### config.mk
export PLATFORM = sky130hd
export DESIGN_NAME = matrix_keypad_debounce_scanner_top
export DESIGN_NICKNAME = d
export VERILOG_FILES = /design/src/kps_pkg.sv /design/src/kps_scan.sv /design/src/kps_ctrl.sv /design/src/matrix_keypad_debounce_scanner_top.sv
export VERILOG_INCLUDE_DIRS = /design/src /design/src/src
export SDC_FILE = /design/constraint.sdc
export NUM_CORES = 1
export LEC_CHECK = 0
export BUFFER_PORTS_ARGS = -buffer_cell sky130_fd_sc_hd__buf_2
export CAP_MARGIN = 20
export CORE_ASPECT_RATIO = 1.2
export CORE_MARGIN = 3
export CORE_UTILIZATION = 45
export DETAILED_ROUTE_END_ITERATION = 10
export PLACE_DENSITY = 0.71
export SLEW_MARGIN = 20
export SYNTH_ARGS = -nofsm -noshare
export SYNTH_HDL_FRONTEND = slang
export SYNTH_HIERARCHICAL = 1
export SYNTH_SLANG_ARGS = --single-unit
### constraint.sdc
create_clock -name clk -period 5.92 [get_ports clk]
set_clock_uncertainty 0.2 [all_clocks]
set_input_delay 0 -clock clk [delete_from_list [all_inputs] [get_ports clk]]
set_output_delay 0 -clock clk [all_outputs]
set_load 0.01 [all_outputs]
### src/matrix_keypad_debounce_scanner_top_macros.svh
// ----------------------------------------------------------------------------
// Keypad scanner assertion macros
// Shorthand for the concurrent checks used in the keypad scanner modules.
// Each macro expects clk and arst_n in scope.
// ----------------------------------------------------------------------------
`ifndef MATRIX_KEYPAD_DEBOUNCE_SCANNER_TOP_MACROS_SVH
`define MATRIX_KEYPAD_DEBOUNCE_SCANNER_TOP_MACROS_SVH

// Same-cycle implication, checked at every clock outside reset
`define KPS_ASSERT_IMPL(label, ante, cons) \
	label: assert property (@(posedge clk) disable iff (!arst_n) (ante) |-> (cons)) \
		else $error("keypad scanner check failed");

// Next-cycle implication, checked at every clock outside reset
`define KPS_ASSERT_NEXT(label, ante, cons) \
	label: assert property (@(posedge clk) disable iff (!arst_n) (ante) |=> (cons)) \
		else $error("keypad scanner check failed");

`endif

### src/kps_pkg.sv
// ----------------------------------------------------------------------------
// Keypad scanner package
// Shared types, constants and the fixed key character map.
// ----------------------------------------------------------------------------
`timescale 1ns / 1ps

package kps_pkg;

	localparam int ROWS     = 4;
	localparam int COLUMNS  = 4;
	localparam int MATRIX_W = 16;
	localparam int CNT_W    = 16;
	localparam int CFG_W    = 16;
	localparam int IDX_W    = 4;
	localparam int CHAR_W   = 8;

	localparam logic [CNT_W-1:0] CNT_MAX = {CNT_W{1'b1}};

	// Reset values of the timing registers
	localparam logic [CFG_W-1:0] PRESS_TICKS_RST   = 16'd100;
	localparam logic [CFG_W-1:0] POLL_TICKS_RST    = 16'd20;
	localparam logic [CFG_W-1:0] RELEASE_TICKS_RST = 16'd150;

	// Register indexes of the configuration port
	typedef enum logic [1:0] {
		CFG_PRESS_TICKS   = 2'd0,
		CFG_POLL_TICKS    = 2'd1,
		CFG_RELEASE_TICKS = 2'd2
	} cfg_index_t;

	typedef enum logic [1:0] {
		PH_IDLE    = 2'd0,
		PH_PRESS   = 2'd1,
		PH_HELD    = 2'd2,
		PH_RELEASE = 2'd3
	} phase_t;

	typedef struct packed {
		logic [MATRIX_W-1:0] key_matrix;
		logic                tick;
	} in_word_t;

	typedef struct packed {
		logic              key_valid;
		logic [IDX_W-1:0]  key_index;
		logic [CHAR_W-1:0] key_char;
		logic              busy_res;
	} out_word_t;

	typedef struct packed {
		logic [CFG_W-1:0] press_ticks;
		logic [CFG_W-1:0] poll_ticks;
		logic [CFG_W-1:0] release_ticks;
	} cfg_t;

	// Scan results handed from the encoder to the controller
	typedef struct packed {
		logic [ROWS-1:0]   row_low;
		logic              found;
		logic [IDX_W-1:0]  key_index;
		logic [CHAR_W-1:0] key_char;
	} scan_t;

	// Character printed on the key at row r, column c; 0 off the 4x4 face
	function automatic logic [CHAR_W-1:0] key_char_map(input logic [3:0] r,
			input logic [3:0] c);
		logic [CHAR_W-1:0] ch;
		ch = '0;
		if (r < 4'd4 && c < 4'd4) begin
			unique case ({r[1:0], c[1:0]})
				4'h0: ch = "1";
				4'h1: ch = "2";
				4'h2: ch = "3";
				4'h3: ch = "A";
				4'h4: ch = "4";
				4'h5: ch = "5";
				4'h6: ch = "6";
				4'h7: ch = "B";
				4'h8: ch = "7";
				4'h9: ch = "8";
				4'hA: ch = "9";
				4'hB: ch = "C";
				4'hC: ch = "*";
				4'hD: ch = "0";
				4'hE: ch = "#";
				4'hF: ch = "D";
				default: ch = '0;
			endcase
		end
		return ch;
	endfunction

endpackage

### src/kps_scan.sv
// ----------------------------------------------------------------------------
// Keypad matrix encoder
// Row-low vector and column-major first-key search with character lookup.
// ----------------------------------------------------------------------------
`timescale 1ns / 1ps

module kps_scan (
	input  logic [kps_pkg::MATRIX_W-1:0] key_matrix,
	output kps_pkg::scan_t               scan
);
	import kps_pkg::*;

	always_comb begin
		// Mark each row that has any pressed key
		scan.row_low = '0;
		for (int r = 0; r < ROWS; r++) begin
			for (int c = 0; c < COLUMNS; c++) begin
				if (r * COLUMNS + c < MATRIX_W) begin
					if (key_matrix[r * COLUMNS + c]) begin
						scan.row_low[r] = 1'b1;
					end
				end
			end
		end

		// Walk backward so the first key in column-major order wins
		scan.found     = 1'b0;
		scan.key_index = '0;
		scan.key_char  = '0;
		for (int c = COLUMNS - 1; c >= 0; c--) begin
			for (int r = ROWS - 1; r >= 0; r--) begin
				if (r * COLUMNS + c < MATRIX_W) begin
					if (key_matrix[r * COLUMNS + c]) begin
						scan.found     = 1'b1;
						scan.key_index = IDX_W'(r * COLUMNS + c);
						scan.key_char  = key_char_map(4'(r), 4'(c));
					end
				end
			end
		end
	end

endmodule

### src/kps_ctrl.sv
// ----------------------------------------------------------------------------
// Keypad debounce controller
// Wake detect, tick counter and phase sequencing for one word per cycle unless stalled.
// ----------------------------------------------------------------------------
`timescale 1ns / 1ps
`include "matrix_keypad_debounce_scanner_top_macros.svh"

module kps_ctrl (
	input  logic               clk,
	input  logic               arst_n,
	input  logic               advance,
	input  logic               tick,
	input  kps_pkg::scan_t     scan,
	input  kps_pkg::cfg_t      cfg,
	output kps_pkg::out_word_t res_next
);
	import kps_pkg::*;

	phase_t            phase_q;
	phase_t            phase_eff;
	phase_t            phase_d;
	logic [CNT_W-1:0]  elapsed_q;
	logic [CNT_W-1:0]  elapsed_inc;
	logic [CNT_W-1:0]  elapsed_eff;
	logic [CNT_W-1:0]  elapsed_d;
	logic [ROWS-1:0]   prev_row_low_q;
	logic              wake;
	logic              press_done;

	// Saturating tick count, then the wake check restarts it
	always_comb begin
		elapsed_inc = (tick && elapsed_q != CNT_MAX) ? elapsed_q + 1'b1 : elapsed_q;
		wake        = (phase_q == PH_IDLE) && ((scan.row_low & ~prev_row_low_q) != '0);
		phase_eff   = wake ? PH_PRESS : phase_q;
		elapsed_eff = wake ? '0 : elapsed_inc;
		press_done  = (phase_eff == PH_PRESS) && (elapsed_eff >= cfg.press_ticks);
	end

	// Next phase and count
	always_comb begin
		phase_d   = phase_eff;
		elapsed_d = elapsed_eff;
		unique case (phase_eff)
			PH_IDLE: begin
				phase_d = PH_IDLE;
			end
			PH_PRESS: begin
				if (press_done) begin
					if (scan.found) begin
						phase_d   = PH_HELD;
						elapsed_d = '0;
					end else begin
						phase_d = PH_IDLE;
					end
				end
			end
			PH_HELD: begin
				if (elapsed_eff >= cfg.poll_ticks) begin
					elapsed_d = '0;
					if (scan.row_low == '0) begin
						phase_d = PH_RELEASE;
					end
				end
			end
			PH_RELEASE: begin
				if (elapsed_eff >= cfg.release_ticks) begin
					phase_d = PH_IDLE;
				end
			end
			default: begin
				phase_d = PH_IDLE;
			end
		endcase
	end

	// Result word for this step
	always_comb begin
		res_next.key_valid = press_done && scan.found;
		res_next.key_index = res_next.key_valid ? scan.key_index : '0;
		res_next.key_char  = res_next.key_valid ? scan.key_char : '0;
		res_next.busy_res  = (phase_d != PH_IDLE);
	end

	// Commit state when a word moves to the result register
	always_ff @(posedge clk or negedge arst_n) begin
		if (!arst_n) begin
			phase_q        <= PH_IDLE;
			elapsed_q      <= '0;
			prev_row_low_q <= '0;
		end else if (advance) begin
			phase_q        <= phase_d;
			elapsed_q      <= elapsed_d;
			prev_row_low_q <= scan.row_low;
		end
	end

	`KPS_ASSERT_IMPL(a_report_enters_held, res_next.key_valid, phase_d == PH_HELD)
	`KPS_ASSERT_IMPL(a_held_exits_to_release, phase_q == PH_HELD,
		phase_d == PH_HELD || phase_d == PH_RELEASE)
	`KPS_ASSERT_IMPL(a_held_entry_reports,
		phase_q != PH_HELD && phase_d == PH_HELD, res_next.key_valid)
	`KPS_ASSERT_NEXT(a_state_holds_when_stalled, !advance,
		phase_q == $past(phase_q) && elapsed_q == $past(elapsed_q))

endmodule

### src/matrix_keypad_debounce_scanner_top.sv
// A word accepted into the input register passes the encoder and controller logic into
// the result register, which offers it at the output. Throughput: one word per cycle
// unless the output stalls; the input register, the encoder and controller logic and
// the result register form a two-stage flow-controlled pipeline.
// Reset: arst_n clears the phase to idle, the tick count and the row history,
// and loads the timing registers with 100, 20 and 150 ticks. No clearing pass.
// ----------------------------------------------------------------------------
// Keypad debounce scanner top level
// Input register, matrix encoder, debounce controller and result register.
// ----------------------------------------------------------------------------
`timescale 1ns / 1ps

module matrix_keypad_debounce_scanner_top (
	input  logic                      clk,
	input  logic                      arst_n,
	input  logic                      item_valid,
	output logic                      item_stall,
	input  kps_pkg::in_word_t         item,
	output logic                      result_valid,
	input  logic                      result_stall,
	output kps_pkg::out_word_t        result,
	input  logic                      cfg_valid,
	output logic                      cfg_ready,
	input  logic [1:0]                cfg_index,
	input  logic [kps_pkg::CFG_W-1:0] cfg_data
);
	import kps_pkg::*;

	logic      valid_s1;
	in_word_t  item_s1;
	logic      valid_s2;
	out_word_t result_s2;
	logic      advance;
	cfg_t      cfg_q;
	scan_t     scan;
	out_word_t res_next;

	// Move stage 1 on when the result register is free or being drained
	assign advance      = valid_s1 && (!valid_s2 || !result_stall);
	assign item_stall   = valid_s1 && !advance;
	assign result_valid = valid_s2;
	assign result       = result_s2;
	assign cfg_ready    = 1'b1;

	// Timing registers; unknown indexes drop the write
	always_ff @(posedge clk or negedge arst_n) begin
		if (!arst_n) begin
			cfg_q.press_ticks   <= PRESS_TICKS_RST;
			cfg_q.poll_ticks    <= POLL_TICKS_RST;
			cfg_q.release_ticks <= RELEASE_TICKS_RST;
		end else if (cfg_valid && cfg_ready) begin
			unique case (cfg_index_t'(cfg_index))
				CFG_PRESS_TICKS:   cfg_q.press_ticks   <= cfg_data;
				CFG_POLL_TICKS:    cfg_q.poll_ticks    <= cfg_data;
				CFG_RELEASE_TICKS: cfg_q.release_ticks <= cfg_data;
				default: begin
				end
			endcase
		end
	end

	// Pipeline valid bits
	always_ff @(posedge clk or negedge arst_n) begin
		if (!arst_n) begin
			valid_s1 <= 1'b0;
			valid_s2 <= 1'b0;
		end else begin
			if (item_valid && !item_stall) begin
				valid_s1 <= 1'b1;
			end else if (advance) begin
				valid_s1 <= 1'b0;
			end
			if (advance) begin
				valid_s2 <= 1'b1;
			end else if (!result_stall) begin
				valid_s2 <= 1'b0;
			end
		end
	end

	// Pipeline payload
	always_ff @(posedge clk) begin
		if (item_valid && !item_stall) begin
			item_s1 <= item;
		end
		if (advance) begin
			result_s2 <= res_next;
		end
	end

	kps_scan u_scan (
		.key_matrix (item_s1.key_matrix),
		.scan       (scan)
	);

	kps_ctrl u_ctrl (
		.clk      (clk),
		.arst_n   (arst_n),
		.advance  (advance),
		.tick     (item_s1.tick),
		.scan     (scan),
		.cfg      (cfg_q),
		.res_next (res_next)
	);

endmodule
==> results summary <==
The antenna diode count came out at 0. After clock tree synthesis, the repair step resized 0 gates. Each instance of the synthesized netlist takes up on average 10.76 um^2.

The first routing iteration left 328 violations. The aggregate global routing overflow came out at 0. The critical path buffer and inverter count is 1. 57 I/O pins were placed. The adder and majority cell fraction of the synthesized area is 10.23%. In the layout the commonest cells are sky130_fd_sc_hd__dfrtp_1 (63), sky130_fd_sc_hd__inv_1 (60), sky130_fd_sc_hd__buf_2 (55). The simple-gate portion of the synthesized area is 15.77%.

The power density relative to cell area came out at 318.8 nW/um^2. The clock-pin slew on the worst setup and hold paths came out at 0.07 ns. The commonest non-fill, non-tap cell in the layout is sky130_fd_sc_hd__dfrtp_1.

The min-delay analysis places its worst path in the category in2reg. The die extent in x came out at 111.3 um. The prevailing post-synth register cell is sky130_fd_sc_hd__dfrtp_1.

The number of unique standard cell types used by synthesis came out at 65. The number of clock sinks is 103. The cell taking the most area after synthesis is sky130_fd_sc_hd__dfrtp_1. The startpoint of the lowest-slack hold path is item[11]. The area inside the core boundary came out at 12840 um^2.

The global-route met1 utilization is 23.38%. The timing-limited maximum frequency came out at 0.2007 GHz. The routability-driven placement congestion ratio is 0.8577.

The total routing resource utilization after global routing came out at 18.42%. The sum of negative setup slack is 0 ns. The worst setup path is launched from a register. The post-synthesis net count came out at 646. The number of enable-type register cells in the synthesized netlist came out at 31. The worst flop-to-flop path startpoint is item_s1[11]. The final cycle utilization of the critical path is 84.15%. The maximum number of pins on one net before global-route repair came out at 73. The fraction of layout instances using a drive strength above 1 came out at 23.66%. The via-per-instance ratio is 5.441.

The number of synthesized register bits came out at 103. The number of buffers between clock root and the deepest sink came out at 2. Counting the buffers created by CTS gives 9. After detailed routing, the total wire length is 13.18 mm.

TritonCTS built the clock tree. The hold path depth came out at 2. Among the stages of the critical path, the cell type that occurs most often is sky130_fd_sc_hd__nor3_1.

The die covers 14740 um^2. The number of H-tree branching levels came out at 3. The critical path is of the reg2reg type.

The synthesis-to-finish area growth is 18.71%. The gate family responsible for the most delay along the worst path is simple AND/OR/NAND/NOR gates. Clock latency on the worst-skew pair, taken at its later pin, is 0.35 ns.

For this run, the register share of the synthesized area comes to 45.79%. The mapped cell area came out at 5992 um^2. The most congested layer reported by global routing is met2.

The data arrival time at the worst-slack endpoint is 5.02 ns. Global routing used 3.535% of the available met3 tracks. The total power came out at 2.268 mW. The worst setup path is captured at a register. In this run the remaining antenna-violating nets after routing total 0.

The met2 track demand over resource in global routing came out at 31.42%. Setup repair after global routing left no endpoint under its margin. The cell count of the worst reg-to-reg path came out at 13.

The estimated wirelength of the detail-placed design came out at 9.402 mm. The biggest cell delay along the critical path is 0.71 ns. The final layout net count is 739.

The post-synthesis cell count is 557. The compound-cell area share of the yosys netlist is 11.76%. The minimum period implied by the final worst setup slack came out at 4.982 ns. Counting flops with an async set or reset pin after synthesis yields a share of 69.90%.

After synthesis, the largest family of logic cells by area is simple AND/OR/NAND/NOR gates. The leakage power figure came out at 3.221 nW. For this design, the slowest cell found on the critical path is sky130_fd_sc_hd__or4_2. The initial antenna violation count is 0.

The post-route DRC violation count is 0. The fraction of synthesized cell area taken by the top area cell type is 26.31%. The flop-to-flop setup slack came out at 0.94 ns. For this configuration, the core starts out at a cell density of 46.68%.

The mux share of post-synthesis cell area came out at 9.752%. The count of max-cap constraint violations came out at 0. At the worst endpoint, the required time is 5.96 ns. In the final routed layout, each cell accounts on average for 16.09 um. The number of global-route vias before repair came out at 4602. The number of slew-limit violations in the final report came out at 0. For hold timing, the worst endpoint is item_s1[11]. The detailed-routing iteration count for the pre-antenna-repair pass is 5.

The maximum ir drop on the vdd rail came out at 0.1847 mV. The total of fill cells in the finished design is 1105. The number of input and output port buffers inserted came out at 55. The share of the synthesized netlist area taken by xor and xnor gates is 1.023%.

The hold violation count in the final report was 0. The worst register-to-register path ends at u_ctrl/elapsed_q[7]. The worst pin sits at a relative slew slack of 38.26%.

For the pin with the worst max-slew slack, the measured transition is 0.9261 ns. The run finished with clean final reports. The root buffer cell chosen for the clock tree is sky130_fd_sc_hd__clkbuf_16. The warning count from the yosys run is 6. The floorplan has 45 rows. Yosys attributes the largest share of cell area to sky130_fd_sc_hd__dfrtp_1 (26%), sky130_fd_sc_hd__edfxtp_1 (16%), sky130_fd_sc_hd__ha_1 (10%). The die is 132.4 um tall.

The highest fanout seen on the critical path is 18. The count of vias placed by the detailed router is 4456. The critical path goes through or4_2 > nor2b_1 > a2111oi_4 > nor3_1 > buf_4 > nor3_1 > ha_1 > nand4_1 > nor3_2 > or4b_4 > a31oi_4 > a21oi_4 > a31o_2. Setup violations remaining at the end of the flow were counted as 0.

The wire length of the first global-routing pass is 22.14 mm.
## kinds of logic (layout without fill, tap and decap cells)
| family | Yosys count | in the layout |
|---|---|---|
| buffers and inverters | 78 | 176 |
| XOR/XNOR | 7 | 7 |
| other | 2 | 2 |
| flip-flops | 103 | 103 |
| AO/OA/AOI/OAI | 100 | 100 |
| AND/OR/NAND/NOR | 166 | 166 |
| adder cells (fa/ha/maj) | 49 | 49 |
| multiplexers | 52 | 52 |
## synth_stat cells (2+ instances only)
cell type                   n
sky130_fd_sc_hd__conb_1     2
sky130_fd_sc_hd__nor4_1     7
sky130_fd_sc_hd__o31ai_1    3
sky130_fd_sc_hd__a21o_1     8
sky130_fd_sc_hd__o21a_1     2
sky130_fd_sc_hd__o21ai_0   15
sky130_fd_sc_hd__buf_6      2
sky130_fd_sc_hd__nand3b_1   2
sky130_fd_sc_hd__nand3b_2   2
sky130_fd_sc_hd__xnor2_1    6
sky130_fd_sc_hd__dfstp_2    9
sky130_fd_sc_hd__nand2_1   19
sky130_fd_sc_hd__or4_1      5
sky130_fd_sc_hd__inv_1     60
sky130_fd_sc_hd__buf_4      3
sky130_fd_sc_hd__a21oi_1   33
sky130_fd_sc_hd__a211o_1    2
sky130_fd_sc_hd__nand2b_1  11
sky130_fd_sc_hd__nor2b_1   15
sky130_fd_sc_hd__a21boi_0   3
sky130_fd_sc_hd__nand3_1   17
sky130_fd_sc_hd__a31o_2     9
sky130_fd_sc_hd__and4_1     2
sky130_fd_sc_hd__clkbuf_1   9
sky130_fd_sc_hd__nor3_1     7
sky130_fd_sc_hd__or3_1      3
sky130_fd_sc_hd__a31oi_1    4
sky130_fd_sc_hd__dfrtp_1   63
sky130_fd_sc_hd__ha_1      49
sky130_fd_sc_hd__buf_2      3
sky130_fd_sc_hd__a211oi_1   2
sky130_fd_sc_hd__and3_1     6
sky130_fd_sc_hd__nor2_1    33
sky130_fd_sc_hd__nand4_1   16
sky130_fd_sc_hd__mux2_2    51
sky130_fd_sc_hd__edfxtp_1  31
sky130_fd_sc_hd__and2_1    13
sky130_fd_sc_hd__o211ai_1   3
## worst reg2reg max path: cells and delay by family, from the launching register on
kind,cells,cell delay [ns]
AOI/OAI and AO/OA,4,1.28
buffers and inverters,1,0.21
and+or+nand+nor,7,2.44
DFF,1,0.50
adders and majority gates,1,0.25
## power by group
part	total [mW]	switching (mW)	internal (mW)
Sequential	0.967	0.0967	0.870
Clock	0.593	0.252	0.341
Combinational	0.708	0.386	0.322
Total	2.27	0.735	1.53
## cell type report
type	count	area [um^2]	area share [%]
clock inverter	3	42.54	0.5981
sequential	103	2744	38.58
multi-input combinational	376	2927	41.14
inverter	60	225.2	3.166
timing repair buffer	100	718.2	10.10
clock buffer	13	251.5	3.536
tap	164	205.2	2.885
## state kept, by name (all words and copies together) (netlist names)
| name | cells |
|---|---|
| u_ctrl/prev_row_low_q | 4 |
| u_ctrl/phase_q | 2 |
| valid_s1 | 1 |
| u_ctrl/elapsed_q | 16 |
| item_s1 | 17 |
| cfg_q | 48 |
| result | 14 |
| result_valid | 1 |
## through the flow
stage	cell area, um^2	utilization [%]	worst slack (ns)	std cells	hold slack, ns
3_3_place_gp	6399	49.84	1.126	761	-0.02364
5_1_grt	7113	55.41	0.6758	819	0.1530
4_1_cts	7113	55.41	0.9305	819	0.1446
2_1_floorplan	5992	-	1.730	557	-0.4956
6_report	7113	55.41	0.9382	819	0.1559
3_5_place_dp	6399	49.84	0.9477	761	-0.02190
## timing repair
item,4_1_cts,5_1_grt
buffers inserted,0,0
hold endpoints to repair,130,0
hold buffers,42,0
## routing by layer
metal,part of all wire [%],up-vias,routed length [um]
met5,0,-,0
met2,50,87,6589
met4,1.9,0,244
met1,44,2167,5852
met3,3.7,17,491
li1,-,2185,-
## worst max path at each step
stage                               end   startpoint  slack (ns)  depth (start not counted)
floorplan           u_ctrl/elapsed_q[4]  item_s1[11]        1.73                         16
global route        u_ctrl/elapsed_q[4]  item_s1[11]        0.68                         14
global placement    u_ctrl/elapsed_q[9]  item_s1[11]        1.13                         13
detailed placement  u_ctrl/elapsed_q[9]  item_s1[11]        0.95                         13
CTS                 u_ctrl/elapsed_q[7]  item_s1[11]        0.93                         13
finish              u_ctrl/elapsed_q[7]  item_s1[11]        0.94                         13
(Power assumes the default switching activity.)
